`src/sv/address_to_symbol_range_lookup_macros.svh`:
```
// Assertion macros for the region table lookup RTL.
`ifndef ADDRESS_TO_SYMBOL_RANGE_LOOKUP_MACROS_SVH
`define ADDRESS_TO_SYMBOL_RANGE_LOOKUP_MACROS_SVH

`ifndef SYNTH
// Same-cycle implication, disabled while in reset
`define ASRL_ASSERT(lbl, clk, rst_n, ante, cons, msg) \
    lbl: assert property (@(posedge clk) disable iff (!(rst_n)) (ante) |-> (cons)) \
        else $error(msg);
// Next-cycle implication, disabled while in reset
`define ASRL_ASSERT_NEXT(lbl, clk, rst_n, ante, cons, msg) \
    lbl: assert property (@(posedge clk) disable iff (!(rst_n)) (ante) |=> (cons)) \
        else $error(msg);
`else
`define ASRL_ASSERT(lbl, clk, rst_n, ante, cons, msg)
`define ASRL_ASSERT_NEXT(lbl, clk, rst_n, ante, cons, msg)
`endif

`endif

```
`src/sv/asrl_pkg.sv`:
```
// Package: types, codes and defaults for the region table lookup.
`default_nettype none
package asrl_pkg;

    localparam int DEFAULT_TABLE_DEPTH = 256;
    localparam int ADDR_W = 64;
    localparam int INDEX_OUT_W = 8;

    // Request kinds
    localparam logic ACT_INSERT = 1'b0;
    localparam logic ACT_LOOKUP = 1'b1;

    typedef enum logic [1:0] {
        STAT_INSERTED = 2'd0,
        STAT_FULL     = 2'd1,
        STAT_HIT      = 2'd2,
        STAT_MISS     = 2'd3
    } status_t;

    typedef enum logic {
        ST_IDLE = 1'b0,
        ST_SCAN = 1'b1
    } state_t;

    // One stored region as read back from the table
    typedef struct packed {
        logic              valid;
        logic [ADDR_W-1:0] start;
        logic [ADDR_W-1:0] length;
        logic              func_flag;
    } entry_t;

    // Status of the compare unit back to the sequencer
    typedef struct packed {
        logic found;
        logic busy;
    } scan_status_t;

endpackage
`default_nettype wire

```
`src/sv/asrl_match.sv`:
```
// Shared compare unit: tests one region per cycle and keeps the best match.
`default_nettype none
module asrl_match
    import asrl_pkg::*;
#(
    parameter int TABLE_DEPTH = DEFAULT_TABLE_DEPTH
) (
    input  wire logic                                               aclk,
    input  wire logic                                               aresetn,
    input  wire logic                                               clear,
    input  wire logic [ADDR_W-1:0]                                  query_addr,
    input  wire entry_t                                             entry,
    input  wire logic [(TABLE_DEPTH > 1 ? $clog2(TABLE_DEPTH) : 1)-1:0] entry_idx,
    output scan_status_t                                            stat,
    output logic [(TABLE_DEPTH > 1 ? $clog2(TABLE_DEPTH) : 1)-1:0]  best_idx,
    output logic [ADDR_W-1:0]                                       best_start,
    output logic [ADDR_W-1:0]                                       best_length
);

    localparam int IDX_W = (TABLE_DEPTH > 1) ? $clog2(TABLE_DEPTH) : 1;

    // stage A: containment test
    logic              hit_v_reg, hit_v_next;
    logic              hit_reg, hit_next;
    logic [IDX_W-1:0]  hit_idx_reg;
    logic [ADDR_W-1:0] hit_start_reg;
    logic [ADDR_W-1:0] hit_length_reg;
    logic [ADDR_W-1:0] offset;

    // stage B: running best
    logic              found_reg, found_next;
    logic [IDX_W-1:0]  best_idx_reg, best_idx_next;
    logic [ADDR_W-1:0] best_start_reg, best_start_next;
    logic [ADDR_W-1:0] best_length_reg, best_length_next;
    logic              take;

    // region holds the address: start <= addr and, if bounded, addr - start < length
    always_comb begin
        offset     = query_addr - entry.start;
        hit_v_next = entry.valid && !clear;
        hit_next   = entry.func_flag && (entry.start <= query_addr) &&
                     ((entry.length == '0) || (offset < entry.length));
    end

    always_ff @(posedge aclk) begin
        if (!aresetn) begin
            hit_v_reg <= 1'b0;
        end else begin
            hit_v_reg <= hit_v_next;
        end
    end

    always_ff @(posedge aclk) begin
        hit_reg        <= hit_next;
        hit_idx_reg    <= entry_idx;
        hit_start_reg  <= entry.start;
        hit_length_reg <= entry.length;
    end

    // greatest start wins; strict compare keeps the earlier region on a tie
    always_comb begin
        take             = hit_v_reg && hit_reg && (!found_reg || (hit_start_reg > best_start_reg));
        found_next       = found_reg;
        best_idx_next    = best_idx_reg;
        best_start_next  = best_start_reg;
        best_length_next = best_length_reg;
        if (clear) begin
            found_next = 1'b0;
        end else if (take) begin
            found_next       = 1'b1;
            best_idx_next    = hit_idx_reg;
            best_start_next  = hit_start_reg;
            best_length_next = hit_length_reg;
        end
    end

    always_ff @(posedge aclk) begin
        if (!aresetn) begin
            found_reg <= 1'b0;
        end else begin
            found_reg <= found_next;
        end
    end

    always_ff @(posedge aclk) begin
        best_idx_reg    <= best_idx_next;
        best_start_reg  <= best_start_next;
        best_length_reg <= best_length_next;
    end

    assign stat.found  = found_reg;
    assign stat.busy   = hit_v_reg;
    assign best_idx    = best_idx_reg;
    assign best_start  = best_start_reg;
    assign best_length = best_length_reg;

endmodule
`default_nettype wire
```
`config.mk`:
```
export PLATFORM = sky130hd
export DESIGN_NAME = asrl_match
export DESIGN_NICKNAME = d
export VERILOG_FILES = /design/src/sv/address_to_symbol_range_lookup_macros.svh /design/src/sv/asrl_pkg.sv /design/src/sv/asrl_match.sv
export SDC_FILE = /design/constraint.sdc
export NUM_CORES = 1
export LEC_CHECK = 0
export ABC_AREA = 1
export BUFFER_PORTS_ARGS = -buffer_cell sky130_fd_sc_hd__buf_4
export CAP_MARGIN = 10
export CORE_ASPECT_RATIO = 0.8
export CORE_UTILIZATION = 51
export DETAILED_ROUTE_END_ITERATION = 10
export PLACE_DENSITY = 0.76
export SLEW_MARGIN = 20
export SYNTH_ARGS = -nofsm -noshare
export SYNTH_HDL_FRONTEND = slang
export SYNTH_SLANG_ARGS = --single-unit
```
`constraint.sdc`:
```
create_clock -name aclk -period 10.6 [get_ports aclk]
set_clock_uncertainty 0.1 [all_clocks]
set_input_delay 2.12 -clock aclk [delete_from_list [all_inputs] [get_ports aclk]]
set_output_delay 2.12 -clock aclk [all_outputs]
set_load 0.01 [all_outputs]
```
==> impl_metrics.py <==
metrics = {
    "run_status": {
        "run_status": "finished, final reports clean",
    },
    "floorplan": {
        "pin_count": 343,
        "die-area_um2": 31600,
        "initial_core_util_pct": 51.9,
        "coreArea_um2": 30400,
        "die-width_um": 199,
        "rows": 57,
        "die_h_um": 159,
    },
    "power": {
        "power.total_mw": 2.70,
        "ir_drop_mv": 0.138,
        "p_per_area_nw_per_um2": 137,
        "power.leakage_nw": 9.91,
    },
    "global_route": {
        "antenna_found_initial": 0,
        "overflow": 0,
        "grt_pass1_wl_um": 74900,
        "grt_pass1_vias": 13300,
        "grt_usage_pct": 31.1,
        "grt_start_max_net_pins": 70,
    },
    "clock_network": {
        "cts_resized": 0,
        "cts_buffers": 26,
        "cts_hold_buffers": 0,
        "cts_setup_buffers": 0,
        "cts.sinks": 275,
        "cts_tree": "done",
        "clock_latency_ns": 0.56,
        "clk_path_buf_depth": 3,
        "clk_pin_slew_ns": 0.07,
        "root_buffer": "clkbuf_16",
        "htreeDepth": 1,
    },
    "place": {
        "dpl_worst_slack_ns": 5.05,
        "dp_hpwl_um": 42200,
        "routabilityCongestion": 1.04,
        "place_inst": 2661,
        "io_buffers": 342,
        "placed_area_um2": 18900,
    },
    "yosys": {
        "yosys_warnings": 0,
        "yosys.cell_types.count": 41,
        "ys_seq_elements": 275,
        "syn-cell-area_um2": 15800,
        "synth.avg_cell_area_um2": 8.27,
        "ys.flop_type": "dfxtp_1",
        "synthArstFlopShare_pct": 0,
        "synth_edf_count": 136,
        "syn_nets": 2303,
        "synth-seq-area-share_pct": 43.6,
        "synthCells": 1906,
    },
    "worst_setup_path": {
        "path_class": "in2reg",
        "cp.arrival_ns": 5.54,
        "cp.required_ns": 10.94,
        "crit_path_start_kind": "input port",
        "crit_path_max_fanout": 4,
        "endpoint_kind": "register",
    },
    "timing": {
        "slew_headroom_pct": 36.5,
        "slew_violations": 0,
        "finalCriticalPeriod_ns": 5.21,
        "fin_setup_tns_ns": 0,
        "tightest_slew_ns": 0.952,
        "layout_setup_ws_ns": 5.39,
        "setup_viol": 0,
        "rsz0062_at_grt": "false",
        "finalHoldViolCount": 0,
        "fin_crit_sh_pct": 49.1,
        "timing.fmax_ghz": 0.192,
        "finalHoldWorstSlack_ns": 0.299,
    },
    "routing": {
        "wirelength_um": 50000,
        "drt_iter0_drc": 1206,
        "ant_nets": 0,
        "vias": 14100,
        "viasPerCell": 5.20,
        "drt_pass1_iterations": 8,
        "wl_per_cell_um": 18.4,
        "drcViolationCount": 0,
    },
    "finish": {
        "layout_common_cells": "nand2_1, inv_1, buf_4",
        "final_util_pct": 64.9,
        "nNetsFinal": 2673,
        "area_growth_pct": 25.2,
        "final_cell_area_um2": 19700,
        "num_antenna_cells": 0,
        "layout.cells.most_common": "nand2_1",
        "finalNonFillerCells": 2709,
        "drive_above_1_share_pct": 20.7,
        "n_fill_cell": 2611,
    },
    "job": {
        "max-cap-violations": 0,
    },
    "worst_hold_path": {
        "hold_class": "reg2reg",
    },
}
[worst max-delay path, stage by stage]
cell and delay, ns:
buf_4 0.10, inv_1 0.04, ha_1 0.36, a21oi_1 0.29
o21ai_0 0.26, a21oi_1 0.53, nand2_1 0.10, nand3_1 0.15
nand3_1 0.10, nand2_1 0.07, nand2_1 0.07, ha_1 0.28
nand2_1 0.06, o21ai_0 0.43, nand2_1 0.09, nand3_1 0.12
nand2_1 0.07, nand2_1 0.12, a21oi_1 0.05, nand2_1 0.08
a21oi_2 0.05
[power breakdown]
| group | leakage (nW) | total, mW | internal [mW] | switching [mW] |
|---|---|---|---|---|
| clock network | 0.427 | 0.951 | 0.550 | 0.402 |
| logic | 7.09 | 0.588 | 0.223 | 0.366 |
| registers | 2.40 | 1.16 | 1.15 | 0.0142 |
| total | 9.91 | 2.70 | 1.92 | 0.782 |
[Yosys cell counts, types with 4 or more instances]
cell / number / area share (%)
o21bai_1: 16 / 0.76
xor2_1: 32 / 1.8
a21oi_2: 4 / 0.22
o21a_1: 9 / 0.43
edfxtp_1: 136 / 26
o21ai_1: 5 / 0.16
inv_1: 366 / 8.7
dfxtp_1: 139 / 18
ha_1: 191 / 15
nand3_1: 68 / 2.2
nor4_2: 4 / 0.32
nor2_4: 4 / 0.29
nand4_1: 36 / 1.4
a21oi_1: 141 / 4.5
nor2_1: 156 / 3.7
nand2_1: 416 / 9.9
o21ai_0: 49 / 1.6
nand2_2: 15 / 0.60
inv_2: 27 / 0.64
a21o_1: 8 / 0.38
nor2_2: 23 / 0.91
nor3_1: 19 / 0.60
nor4_1: 11 / 0.44
[logic make-up (layout without fill, tap and decap cells)]
logic type      Yosys count  in the layout  share of synthesized area, %
fa+ha+maj               192            192                          15.3
buf+inv                 395            785                          9.45
xor+xnor                 35             35                          1.99
compound gates          245            245                          8.74
simple gates            764            764                          21.0
flops                   275            275                          43.6
[routing by layer]
| layer | global-route usage, % | vias to the layer above | routed length (um) |
|---|---|---|---|
| li1 | - | 6909 | - |
| met1 | 47.2 | 6536 | 23900 |
| met2 | 46.1 | 586 | 20700 |
| met3 | 6.08 | 53 | 4540 |
| met4 | 5.10 | 0 | 782 |
| met5 | 0 | - | 0 |
[final cells by class]
class / count / area, um2 / area share, %
multi-input combinational: 1236 / 7420 / 37.6
sequential: 275 / 6870 / 34.8
timing repair buffer: 344 / 2580 / 13.1
inverter: 393 / 1480 / 7.48
clock buffer: 36 / 718 / 3.64
tap: 413 / 517 / 2.62
clock inverter: 12 / 154 / 0.780
[path summary, 6_finish.rpt]
kind | start | end | slack [ns] | cells past startpoint
hold / removal | hit_length_reg[25]$_DFF_P_ | best_length[25]$_DFFE_PP_ | 0.30 | 0
setup reg to reg | best_start[63]$_DFFE_PP_ | best_start[57]$_DFFE_PP_ | 7.00 | 12
hold reg to reg | hit_length_reg[25]$_DFF_P_ | best_length[25]$_DFFE_PP_ | 0.30 | 0
setup / recovery | entry[94] | hit_reg$_DFF_P_ | 5.39 | 21
Note: power is estimated with default switching activity, not from simulation.
