## src/sv/address_to_symbol_range_lookup_macros.svh

```systemverilog
// Assertion macros for the region table lookup RTL.
`ifndef ADDRESS_TO_SYMBOL_RANGE_LOOKUP_MACROS_SVH
`define ADDRESS_TO_SYMBOL_RANGE_LOOKUP_MACROS_SVH

`ifndef SYNTH
// Same-cycle implication, disabled while in reset
`define ASRL_ASSERT(lbl, clk, rst_n, ante, cons, msg) \
    lbl: assert property (@(posedge clk) disable iff (!(rst_n)) (ante) |-> (cons)) \
        else $error(msg);
// Next-cycle implication, disabled while in reset
`define ASRL_ASSERT_NEXT(lbl, clk, rst_n, ante, cons, msg) \
    lbl: assert property (@(posedge clk) disable iff (!(rst_n)) (ante) |=> (cons)) \
        else $error(msg);
`else
`define ASRL_ASSERT(lbl, clk, rst_n, ante, cons, msg)
`define ASRL_ASSERT_NEXT(lbl, clk, rst_n, ante, cons, msg)
`endif

`endif

```

## src/sv/asrl_ram.sv

```systemverilog
// Generic single-write, single-read RAM with registered read data.
`default_nettype none
module asrl_ram #(
    parameter int WIDTH = 8,
    parameter int DEPTH = 16
) (
    input  wire logic                                   aclk,
    input  wire logic                                   we,
    input  wire logic [(DEPTH > 1 ? $clog2(DEPTH) : 1)-1:0] waddr,
    input  wire logic [WIDTH-1:0]                       wdata,
    input  wire logic                                   re,
    input  wire logic [(DEPTH > 1 ? $clog2(DEPTH) : 1)-1:0] raddr,
    output logic      [WIDTH-1:0]                       rdata
);

    logic [WIDTH-1:0] mem [DEPTH];
    logic [WIDTH-1:0] rdata_reg;

    // write port
    always_ff @(posedge aclk) begin
        if (we) begin
            mem[waddr] <= wdata;
        end
    end

    // registered read port
    always_ff @(posedge aclk) begin
        if (re) begin
            rdata_reg <= mem[raddr];
        end
    end

    assign rdata = rdata_reg;

endmodule
`default_nettype wire

```

## config.mk

```make
export PLATFORM = sky130hd
export DESIGN_NAME = asrl_ram
export DESIGN_NICKNAME = d
export VERILOG_FILES = /design/src/sv/address_to_symbol_range_lookup_macros.svh /design/src/sv/asrl_ram.sv
export SDC_FILE = /design/constraint.sdc
export NUM_CORES = 1
export LEC_CHECK = 0
export ABC_AREA = 1
export BUFFER_PORTS_ARGS = -buffer_cell sky130_fd_sc_hd__buf_2
export CAP_MARGIN = 25
export CORE_MARGIN = 5
export CORE_UTILIZATION = 25
export CTS_CLUSTER_DIAMETER = 120
export DETAILED_ROUTE_END_ITERATION = 8
export PLACE_DENSITY = 0.47
export SETUP_SLACK_MARGIN = 0.05
export SLEW_MARGIN = 0
export SYNTH_ARGS = -nofsm -noshare
export SYNTH_HDL_FRONTEND = slang
export SYNTH_SLANG_ARGS = --single-unit
```

## constraint.sdc

```tcl
create_clock -name aclk -period 3.8 [get_ports aclk]
set_clock_uncertainty 0.1 [all_clocks]
set_input_delay 0.57 -clock aclk [delete_from_list [all_inputs] [get_ports aclk]]
set_output_delay 0.57 -clock aclk [all_outputs]
set_load 0.05 [all_outputs]
```

==> results of run 1 <==
==> cells by family (layout without fill, tap and decap cells) <==
kind of cell / after synthesis / in the layout / synth area share
AND/OR/NAND/NOR: 289 / 289 / 0.2076
buffers and inverters: 126 / 164 / 0.09394
flip-flops: 136 / 136 / 0.6985
==> stage by stage <==
step	total power [mW]	hold WS, ns	worst slack, ns	utilization
after CTS	3.529	0.3911	1.707	0.2920
final	3.503	0.3994	1.822	0.2929
after global placement	1.956	0.6518	1.365	0.2679
after global routing	3.637	0.3896	1.774	0.2929
after detailed placement	1.958	0.6621	1.315	0.2679
after floorplan	1.873	0.5689	2.179	-
==> layout by cell type (no fill, tap or decap), drive strengths merged <==
master / synthesis / routed
buf: 24 / 30
bufinv: 0 / 2
clkbuf: 0 / 18
clkinv: 0 / 7
clkinvlp: 0 / 4
edfxtp: 136 / 136
inv: 102 / 103
nand2: 173 / 173
nand3: 97 / 97
nand3b: 2 / 2
nor2: 17 / 17
==> critical path, stage by stage <==
cell	delay, ns
buf_2	0.07
buf_4	0.35
inv_2	0.39
nand3_1	0.22
nand3_1	0.17
nand3_1	0.16
nand2_1	0.07
==> power breakdown <==
| group | total (mW) | switching (mW) | internal, mW |
|---|---|---|---|
| Clock | 1.58 | 0.622 | 0.954 |
| Combinational | 0.229 | 0.175 | 0.0543 |
| Sequential | 1.70 | 0.00758 | 1.69 |
==> layout make-up <==
type,count,share of cell area
timing repair buffer,30,0.02534
inverter,102,0.05620
tap,319,0.05859
clock buffer,18,0.06299
sequential,136,0.5994
clock inverter,14,0.01928
multi-input combinational,289,0.1781
==> final timing paths <==
check                       endpoint  slack (ns)  depth (start not counted)
hold reg to reg   rdata[3]$_DFFE_PP_        0.68                          6
hold / removal    rdata[6]$_DFFE_PP_        0.40                          1
setup / recovery  rdata[5]$_DFFE_PP_        1.82                          7
setup reg to reg  rdata[5]$_DFFE_PP_        2.46                          6
==> per-layer routing <==
metal	up-vias	wire, um	track usage
met2	99	6269	0.1621
met3	16	913	0.03113
li1	1832	-	-
met4	0	212	0.04422
met1	1813	6725	0.1589
met5	-	0	0
==> out/qor.yml, run 1 <==
finish:
  num_antenna_cells: 0
  syn2layout_area_growth_pct: 16.52
  fill_cells: 2430
  seqCellArea_mm2: 0.004084
  largest_reg_flops: 128
  final_cell_count_no_fill: 908
  drive_above_1_share: 0.1036
  final_nets: 595
  postLayoutCellArea_mm2: 0.006813
  multi_input_area_mm2: 0.001214
synth:
  yosysSeqAreaShare: 0.6985
  syn_area_per_cell_um2: 10.61
  synth-seq-cells: 136
  synth_edf_count: 136
  yosysTopAreaCell: "edfxtp_1"
  synth_area_leaders: "edfxtp_1 (70%), nand2_1 (11%), nand3_1 (8.3%), inv_1 (6.4%), buf_6 (1.2%)"
  ys.flop_type: "edfxtp_1"
  synthArstFlopShare: 0
  ys_types: 11
  synth_common_cells: "nand2_1 (173), edfxtp_1 (136), inv_1 (100)"
  yosysWarnings: 0
  syn_area_mm2: 0.005847
  synth_cells: 551
  yosys.area.top_type_share: 0.6985
  yosysMostFrequentCell: "nand2_1"
  synthesis.nets: 570
outcome:
  status: "completed"
timing:
  max_freq_mhz: 505.5
  setup_viol: 0
  max_slew.worst_pin.slew_ns: 0.9195
  finalMaxSlewViolations: 0
  period_share: 0.5206
  fin_crit_ns: 1.978
  tns_ns: 0
  slew_headroom: 0.3848
  rsz0062_at_grt: "no"
  finalHoldViolations: 0
power:
  powerDensity_mw_per_mm2: 514.2
  p_leak_nw: 2.820
  vdd_drop_max_uv: 268.1
clock_tree:
  clock_latency_ns: 0.42
  htreeDepth: 4
  cts_resized: 0
  post_cts_buffers: 0
  cts_hold_repair.buffers: 0
  path_clk_slew_ns: 0.06
  cts_max_path_buffers: 2
  cts_tree: "done"
  clock_sinks: 136
  cts_root_buf: "clkbuf_16"
  cts_buffers: 17
place:
  gp_congestion: 0.7868
  dp_hpwl_um: 8676
  dp.cells: 875
  place_area_mm2: 0.006232
  io_buffers: 26
drt:
  ant_nets: 0
  drtIter0Drc: 288
  routedWlPerCell_um: 15.55
  postRouteWirelength_um: 14120
  dr_total_vias: 3760
  vias_per_cell: 4.141
  dr.pass1.iters: 4
  drc: 0
min_path:
  min_path_type: "primary input to flop"
  min_from: "re"
floorplan:
  die_h_um: 162.9
  rows: 56
  dieArea_mm2: 0.02655
  io_pins: 27
  die_x_um: 162.9
  initial_core_util: 0.2513
  coreArea_mm2: 0.02326
grt:
  grt_pass1_vias: 3741
  antenna_found_initial: 0
  grt_max_degree: 65
  grt_pass1_wl_um: 22090
  grt.overflow.total: 0
  track_usage: 0.1120
setup_path:
  worstPathRequired_ns: 3.86
  cp-start-kind: "primary input"
  worstPathArrival_ns: 2.04
  endpoint_kind: "flop"
  worstPathMaxFanout: 33
  criticalPathCategory: "primary input to flop"
  r2r_start: "mem[1][5]$_DFFE_PP_"
  startpoint: "raddr[1]"
flow_run:
  max_cap_viol_count: 0
Power figures use the tool's default switching activity.
==> run 2: changes to the inputs <==
--- a/config.mk
+++ b/config.mk
@@ -12,7 +12,7 @@
 export CORE_UTILIZATION = 25
 export CTS_CLUSTER_DIAMETER = 120
 export DETAILED_ROUTE_END_ITERATION = 8
-export PLACE_DENSITY = 0.47
+export PLACE_DENSITY = 0.49
 export SETUP_SLACK_MARGIN = 0.05
 export SLEW_MARGIN = 0
 export SYNTH_ARGS = -nofsm -noshare
==> constraint.sdc (replaced) <==
create_clock -name aclk -period 1.79 [get_ports aclk]
set_clock_uncertainty 0.1 [all_clocks]
set_input_delay 0.2685 -clock aclk [delete_from_list [all_inputs] [get_ports aclk]]
set_output_delay 0.2685 -clock aclk [all_outputs]
set_load 0.05 [all_outputs]
==> out/qor.yml, run 2 (synthesized netlist as in run 1, its figures left out) <==
place:
  gp_congestion: 0.7663  # -2.6%
  io_buffers: 26  # unchanged
  dp_hpwl_um: 9309  # +7.3%
  place_area_mm2: 0.006425  # +3.1%
timing:
  setup_viol: 0  # unchanged
  fin_crit_ns: 1.510
  finalMaxSlewViolations: 0  # unchanged
  rsz0062_at_grt: "no"
  tns_ns: 0  # unchanged
  slew_headroom: 0.6123  # +0.2276
  max_freq_mhz: 662.2
  period_share: 0.8436
  hold_ws_ns: 0.1173  # -0.2822 ns
  finalHoldViolations: 0  # unchanged
  max_slew.worst_pin.slew_ns: 0.5807  # -0.3388 ns
grt:
  track_usage: 0.1138  # +0.001786
  grt_pass1_vias: 3703  # -1.0%
  grt.overflow.total: 0  # unchanged
  grt_max_degree: 37  # -43%
  antenna_found_initial: 0  # unchanged
  grt_pass1_wl_um: 22440  # +1.6%
clock_tree:
  htreeDepth: 4  # unchanged
  clock_sinks: 136  # unchanged
  cts_tree: "done"
  cts_max_path_buffers: 2  # unchanged
  cts_root_buf: "clkbuf_16"
  cts_buffers: 17  # unchanged
  post_cts_buffers: 0  # unchanged
  clock_latency_ns: 0.41  # about the same
  cts_hold_repair.buffers: 0  # unchanged
  path_clk_slew_ns: 0.06  # about the same
  cts_resized: 0  # unchanged
drt:
  dr.pass1.iters: 4  # unchanged
  ant_nets: 0  # unchanged
  dr_total_vias: 3704  # -1.5%
  drtIter0Drc: 256  # -11%
  postRouteWirelength_um: 14230  # +0.76%
  routedWlPerCell_um: 15.30  # -1.6%
  vias_per_cell: 3.983  # -3.8%
  drc: 0  # unchanged
power:
  vdd_drop_max_uv: 521.4  # +95%
  power_frac_clock: 0.440  # -0.010
  p_int_mw: 5.733  # +110%
  power_frac_comb: 0.068  # +0.003
  pwr-share-seq: 0.492  # +0.007
  p_sw_mw: 1.616  # +100%
  powerDensity_mw_per_mm2: 1055  # +110%
  p_leak_nw: 2.945  # +4.4%
  sw_frac_of_total: 0.2199  # -0.009528
flow_run:
  max_cap_viol_count: 0  # unchanged
finish:
  num_antenna_cells: 0  # unchanged
  fill_cells: 2473  # +1.8%
  largest_reg_flops: 128  # unchanged
  layout_commonest_cell: "nand2_1"
  final_cell_mix: "nand2_1 (173), edfxtp_1 (136), inv_1 (100)"
  final_nets: 618  # +3.9%
  syn2layout_area_growth_pct: 19.17
  drive_above_1_share: 0.1342  # +0.03064
  postLayoutCellArea_mm2: 0.006968  # +2.3%
setup_path:
  slowest_delay_ns: 0.43  # +0.04 ns
  worstPathRequired_ns: 1.42  # -2.44 ns
  criticalPathCategory: "flop to primary output"
  worst-path-buf-inv: 1  # -2
  endpoint_kind: "primary output"
  worstPathMaxFanout: 1  # -97%
  cp-start-kind: "flop"
  crit_slowest_cell: "edfxtp_1"
  path_cells: "buf_2"
  crit_family: "flip-flops"
  worstPathArrival_ns: 1.14  # -0.90 ns
floorplan:
  io_pins: 27  # unchanged
  initial_core_util: 0.2513  # unchanged
  die_h_um: 162.9  # unchanged
  die_x_um: 162.9  # unchanged
  dieArea_mm2: 0.02655  # unchanged
  rows: 56  # unchanged
  coreArea_mm2: 0.02326  # unchanged
outcome:
  status: "completed"
min_path:
  min_path_type: "primary input to flop"
run 2: path summary, 6_finish.rpt:
check        cells after the start  slack (ns)                 end                  from
max reg2reg                      6        0.57  rdata[2]$_DFFE_PP_  mem[15][2]$_DFFE_PP_
min                              1        0.12  rdata[7]$_DFFE_PP_                    re
max                              1        0.28            rdata[4]    rdata[4]$_DFFE_PP_
min reg2reg                      6        0.65  rdata[7]$_DFFE_PP_  mem[10][7]$_DFFE_PP_
run 2: layer usage:
metal  global-route usage  part of all wire  up-vias
li1                     -                 -     1875
met1               0.1587              0.47     1739
met2               0.1785              0.47       84
met3              0.02278             0.051        6
met4              0.03698            0.0084        0
met5                    0                 0        -
run 2: stage by stage:
step                instances    util  worst slack (ns)  power [mW]
global route              930  0.2995            0.2679       7.615
floorplan                 551       -            0.4707       3.976
detailed placement        899  0.2762            0.1164       4.189
global placement          899  0.2762            0.1219       4.191
finish                    930  0.2995            0.2800       7.349
CTS                       930  0.2995            0.2914       7.422
run 2: area by class of cell:
type / count / area (um2) / share of cell area
multi-input combinational: 289 / 1214 / 0.1742
tap: 319 / 399.1 / 0.05728
sequential: 136 / 4084 / 0.5861
clock inverter: 12 / 110.1 / 0.01580
inverter: 102 / 382.9 / 0.05495
clock buffer: 19 / 432.9 / 0.06213
timing repair buffer: 53 / 345.3 / 0.04956
run 2: power groups by stage:
stage / Sequential, mW / Combinational [mW] / Clock (mW)
finish: 3.62 / 0.496 / 3.24
detailed placement: 3.68 / 0.508 / 0
floorplan: 3.72 / 0.251 / 0
CTS: 3.62 / 0.509 / 3.30
global placement: 3.68 / 0.509 / 0
global route: 3.62 / 0.557 / 3.44
==> run 3: changes to the inputs <==
--- a/config.mk
+++ b/config.mk
@@ -5,14 +5,14 @@
 export SDC_FILE = /design/constraint.sdc
 export NUM_CORES = 1
 export LEC_CHECK = 0
-export ABC_AREA = 1
+export ABC_AREA = 0
 export BUFFER_PORTS_ARGS = -buffer_cell sky130_fd_sc_hd__buf_2
 export CAP_MARGIN = 25
 export CORE_MARGIN = 5
 export CORE_UTILIZATION = 25
 export CTS_CLUSTER_DIAMETER = 120
 export DETAILED_ROUTE_END_ITERATION = 8
-export PLACE_DENSITY = 0.49
+export PLACE_DENSITY = 0.47
 export SETUP_SLACK_MARGIN = 0.05
 export SLEW_MARGIN = 0
 export SYNTH_ARGS = -nofsm -noshare
==> constraint.sdc (replaced) <==
create_clock -name aclk -period 1.4 [get_ports aclk]
set_clock_uncertainty 0.1 [all_clocks]
set_input_delay 0.21 -clock aclk [delete_from_list [all_inputs] [get_ports aclk]]
set_output_delay 0.21 -clock aclk [all_outputs]
set_load 0.05 [all_outputs]
==> out/qor.yml, run 3 <==
grt:
  track_usage: 0.1004  # -0.01344
  grt_pass1_vias: 2753  # -26%
  grt_max_degree: 18  # -51%
  antenna_found_initial: 2  # +2
  grt.overflow.total: 0  # unchanged
  grt_pass1_wl_um: 17350  # -23%
drt:
  drtIter0Drc: 216  # -16%
  met2_length_um: 5261  # -21%
  postRouteWirelength_um: 11010  # -23%
  met3_length_um: 541  # -25%
  routedWlPerCell_um: 18.98  # +24%
  vias_per_cell: 4.250  # +6.7%
  ant_nets: 0  # unchanged
  drc: 0  # unchanged
  top_layer: "met5"
  dr_total_vias: 2465  # -33%
  drt-met1-wl_um: 5028  # -25%
  dr.pass1.iters: 4  # unchanged
floorplan:
  dieArea_mm2: 0.02390  # -10%
  die_x_um: 154.6  # -5.1%
  initial_core_util: 0.2511  # -0.0002931
  io_pins: 27  # unchanged
  coreArea_mm2: 0.02082  # -10%
  die_h_um: 154.6  # -5.1%
  rows: 53  # -5.4%
timing:
  slew_headroom: 0.3316  # -0.2807
  max_slew.worst_pin.slew_ns: 0.9988  # +0.4182 ns
  finalHoldViolations: 0  # unchanged
  finalMaxSlewViolations: 0  # unchanged
  max_freq_mhz: 672.4
  period_share: 1.062
  setup_slack_ns: -0.08725  # -0.3672 ns
  fin_crit_ns: 1.487
  setup_viol: 8  # +8
  rsz0062_at_grt: "yes"
synth:
  syn_area_mm2: 0.005228  # -11%
  yosysTopAreaCell: "edfxtp_1"
  synth_area_leaders: "edfxtp_1 (78%), mux4_2 (7.8%), mux4_1 (7.0%), a22oi_1 (2.3%), nor2_1 (0.93%)"
  synth-seq-cells: 136  # unchanged
  ys.flop_type: "edfxtp_1"
  yosysMostFrequentCell: "edfxtp_1"
  synthesis.nets: 248  # -56%
  yosys.area.top_type_share: 0.7812  # +0.08275
  synth_cells: 229  # -58%
  ys_types: 18  # +7
  synth_common_cells: "edfxtp_1 (136), mux4_2 (18), a22oi_1 (16)"
  yosysSeqAreaShare: 0.7812  # +0.08275
  yosysWarnings: 0  # unchanged
  synthArstFlopShare: 0  # unchanged
  syn_area_per_cell_um2: 22.83  # +120%
  synth_edf_count: 136  # unchanged
finish:
  final_cell_count_no_fill: 580  # -38%
  final_nets: 312  # -50%
  largest_reg_flops: 128  # unchanged
  fill_cells: 2051  # -17%
  final_cell_mix: "edfxtp_1 (136), mux4_2 (32), buf_2 (21), buf_4 (21), clkbuf_16 (17)"
  drive_above_1_share: 0.4309  # +0.2967
  syn2layout_area_growth_pct: 24.99
  layout_commonest_cell: "edfxtp_1"
  seqCellArea_mm2: 0.004084  # unchanged
  multi_input_area_mm2: 0.001096  # -9.7%
power:
  total_power_mw: 9.111  # +24%
  p_leak_nw: 2.096  # -29%
  vdd_drop_max_uv: 728.2  # +40%
  powerDensity_mw_per_mm2: 1394  # +32%
setup_path:
  cp-start-kind: "flop"
  worstPathMaxFanout: 1  # unchanged
  endpoint_kind: "flop"
  worstPathArrival_ns: 1.54  # +0.40 ns
  worstPathRequired_ns: 1.45  # +0.03 ns
  criticalPathCategory: "flop to flop"
clock_tree:
  htreeDepth: 4  # unchanged
  cts_buffers: 17  # unchanged
  cts_root_buf: "clkbuf_16"
  clock_sinks: 136  # unchanged
  clock_latency_ns: 0.41  # about the same
  cts_hold_repair.buffers: 0  # unchanged
  path_clk_slew_ns: 0.05  # about the same
  cts_tree: "done"
  cts_max_path_buffers: 2  # unchanged
place:
  gp_congestion: 0.6584  # -14%
  dp_hpwl_um: 7427  # -20%
  post-place-ws_ns: -0.4928  # -0.6091 ns
  dp.cells: 549  # -39%
  io_buffers: 26  # unchanged
flow_run:
  max_cap_viol_count: 0  # unchanged
outcome:
  status: "finished, violations left"
  violations: "negative setup slack"
min_path:
  min_path_type: "primary input to flop"
-- run 3: changes by cell type after synthesis, sizes merged, moves of 2 or more --
| cell | previous run | this run |
|---|---|---|
| buf | 24 | 7 |
| inv | 102 | 0 |
| a22oi | 0 | 16 |
| clkdlybuf4s25 | 0 | 3 |
| nand2b | 0 | 2 |
| nor2 | 17 | 13 |
| nand3 | 97 | 1 |
| nand2 | 173 | 9 |
| nor3 | 0 | 4 |
| mux4 | 0 | 32 |
-- run 3: layer usage --
layer,vias to the layer above,global-route usage
li1,1095,-
met1,1296,0.1328
met2,58,0.1539
met3,14,0.03162
met4,2,0.04037
met5,-,0
-- run 3: worst paths after layout --
| kind | start | end | slack (ns) | cells after the start |
|---|---|---|---|---|
| hold reg to reg | mem[15][3]$_DFFE_PP_ | rdata[3]$_DFFE_PP_ | 0.65 | 3 |
| setup / recovery | mem[3][4]$_DFFE_PP_ | rdata[4]$_DFFE_PP_ | -0.09 | 3 |
| setup reg to reg | mem[3][4]$_DFFE_PP_ | rdata[4]$_DFFE_PP_ | -0.09 | 3 |
| hold / removal | re | rdata[0]$_DFFE_PP_ | 0.08 | 1 |
-- run 3: critical path, cell delays in order (launching register included) --
cell      delay [ns]
edfxtp_1        0.35
mux4_2          0.51
a22oi_2         0.19
nand2_1         0.08
-- run 3: metrics by stage --
step / util / hold slack [ns] / TNS, ns / instance area [um2]
3_3_place_gp: 0.2849 / 0.5062 / -8.463 / 5933
6_report: 0.3138 / 0.08386 / -0.5788 / 6534
2_1_floorplan: - / 0.2089 / -0.9760 / 5249
3_5_place_dp: 0.2849 / 0.5022 / -8.946 / 5933
4_1_cts: 0.3127 / 0.06836 / -0.7101 / 6511
5_1_grt: 0.3137 / 0.07683 / -0.8962 / 6531
-- run 3: layout make-up --
cell class / count / share of cell area
antenna: 1 / 0.0003830
clock buffer: 20 / 0.06683
clock inverter: 10 / 0.01264
multi-input combinational: 83 / 0.1678
sequential: 136 / 0.6250
tap: 275 / 0.05266
timing repair buffer: 55 / 0.07468
-- run 3: kinds of logic (layout without fill, tap and decap cells) --
group,after synthesis,in the layout,share of synthesized area
flip-flops,136,136,0.7812
buffers and inverters,10,85,0.01651
other,0,1,0
AND/OR/NAND/NOR,35,35,0.03136
multiplexers,32,32,0.1479
AO/OA/AOI/OAI,16,16,0.02298
-- run 3: timing repair --
action,in CTS,in global routing
pin swaps,6,1
resized for setup,17,4
cloned,0,0
setup endpoints to repair,13,12
setup buffers,0,0
-- run 3: power by group --
group          internal, mW  switching (mW)  total, mW  leakage, nW
clock                  2.39            1.52       3.92        0.243
sequential             4.59          0.0293       4.62         1.24
combinational         0.240           0.335      0.575        0.617
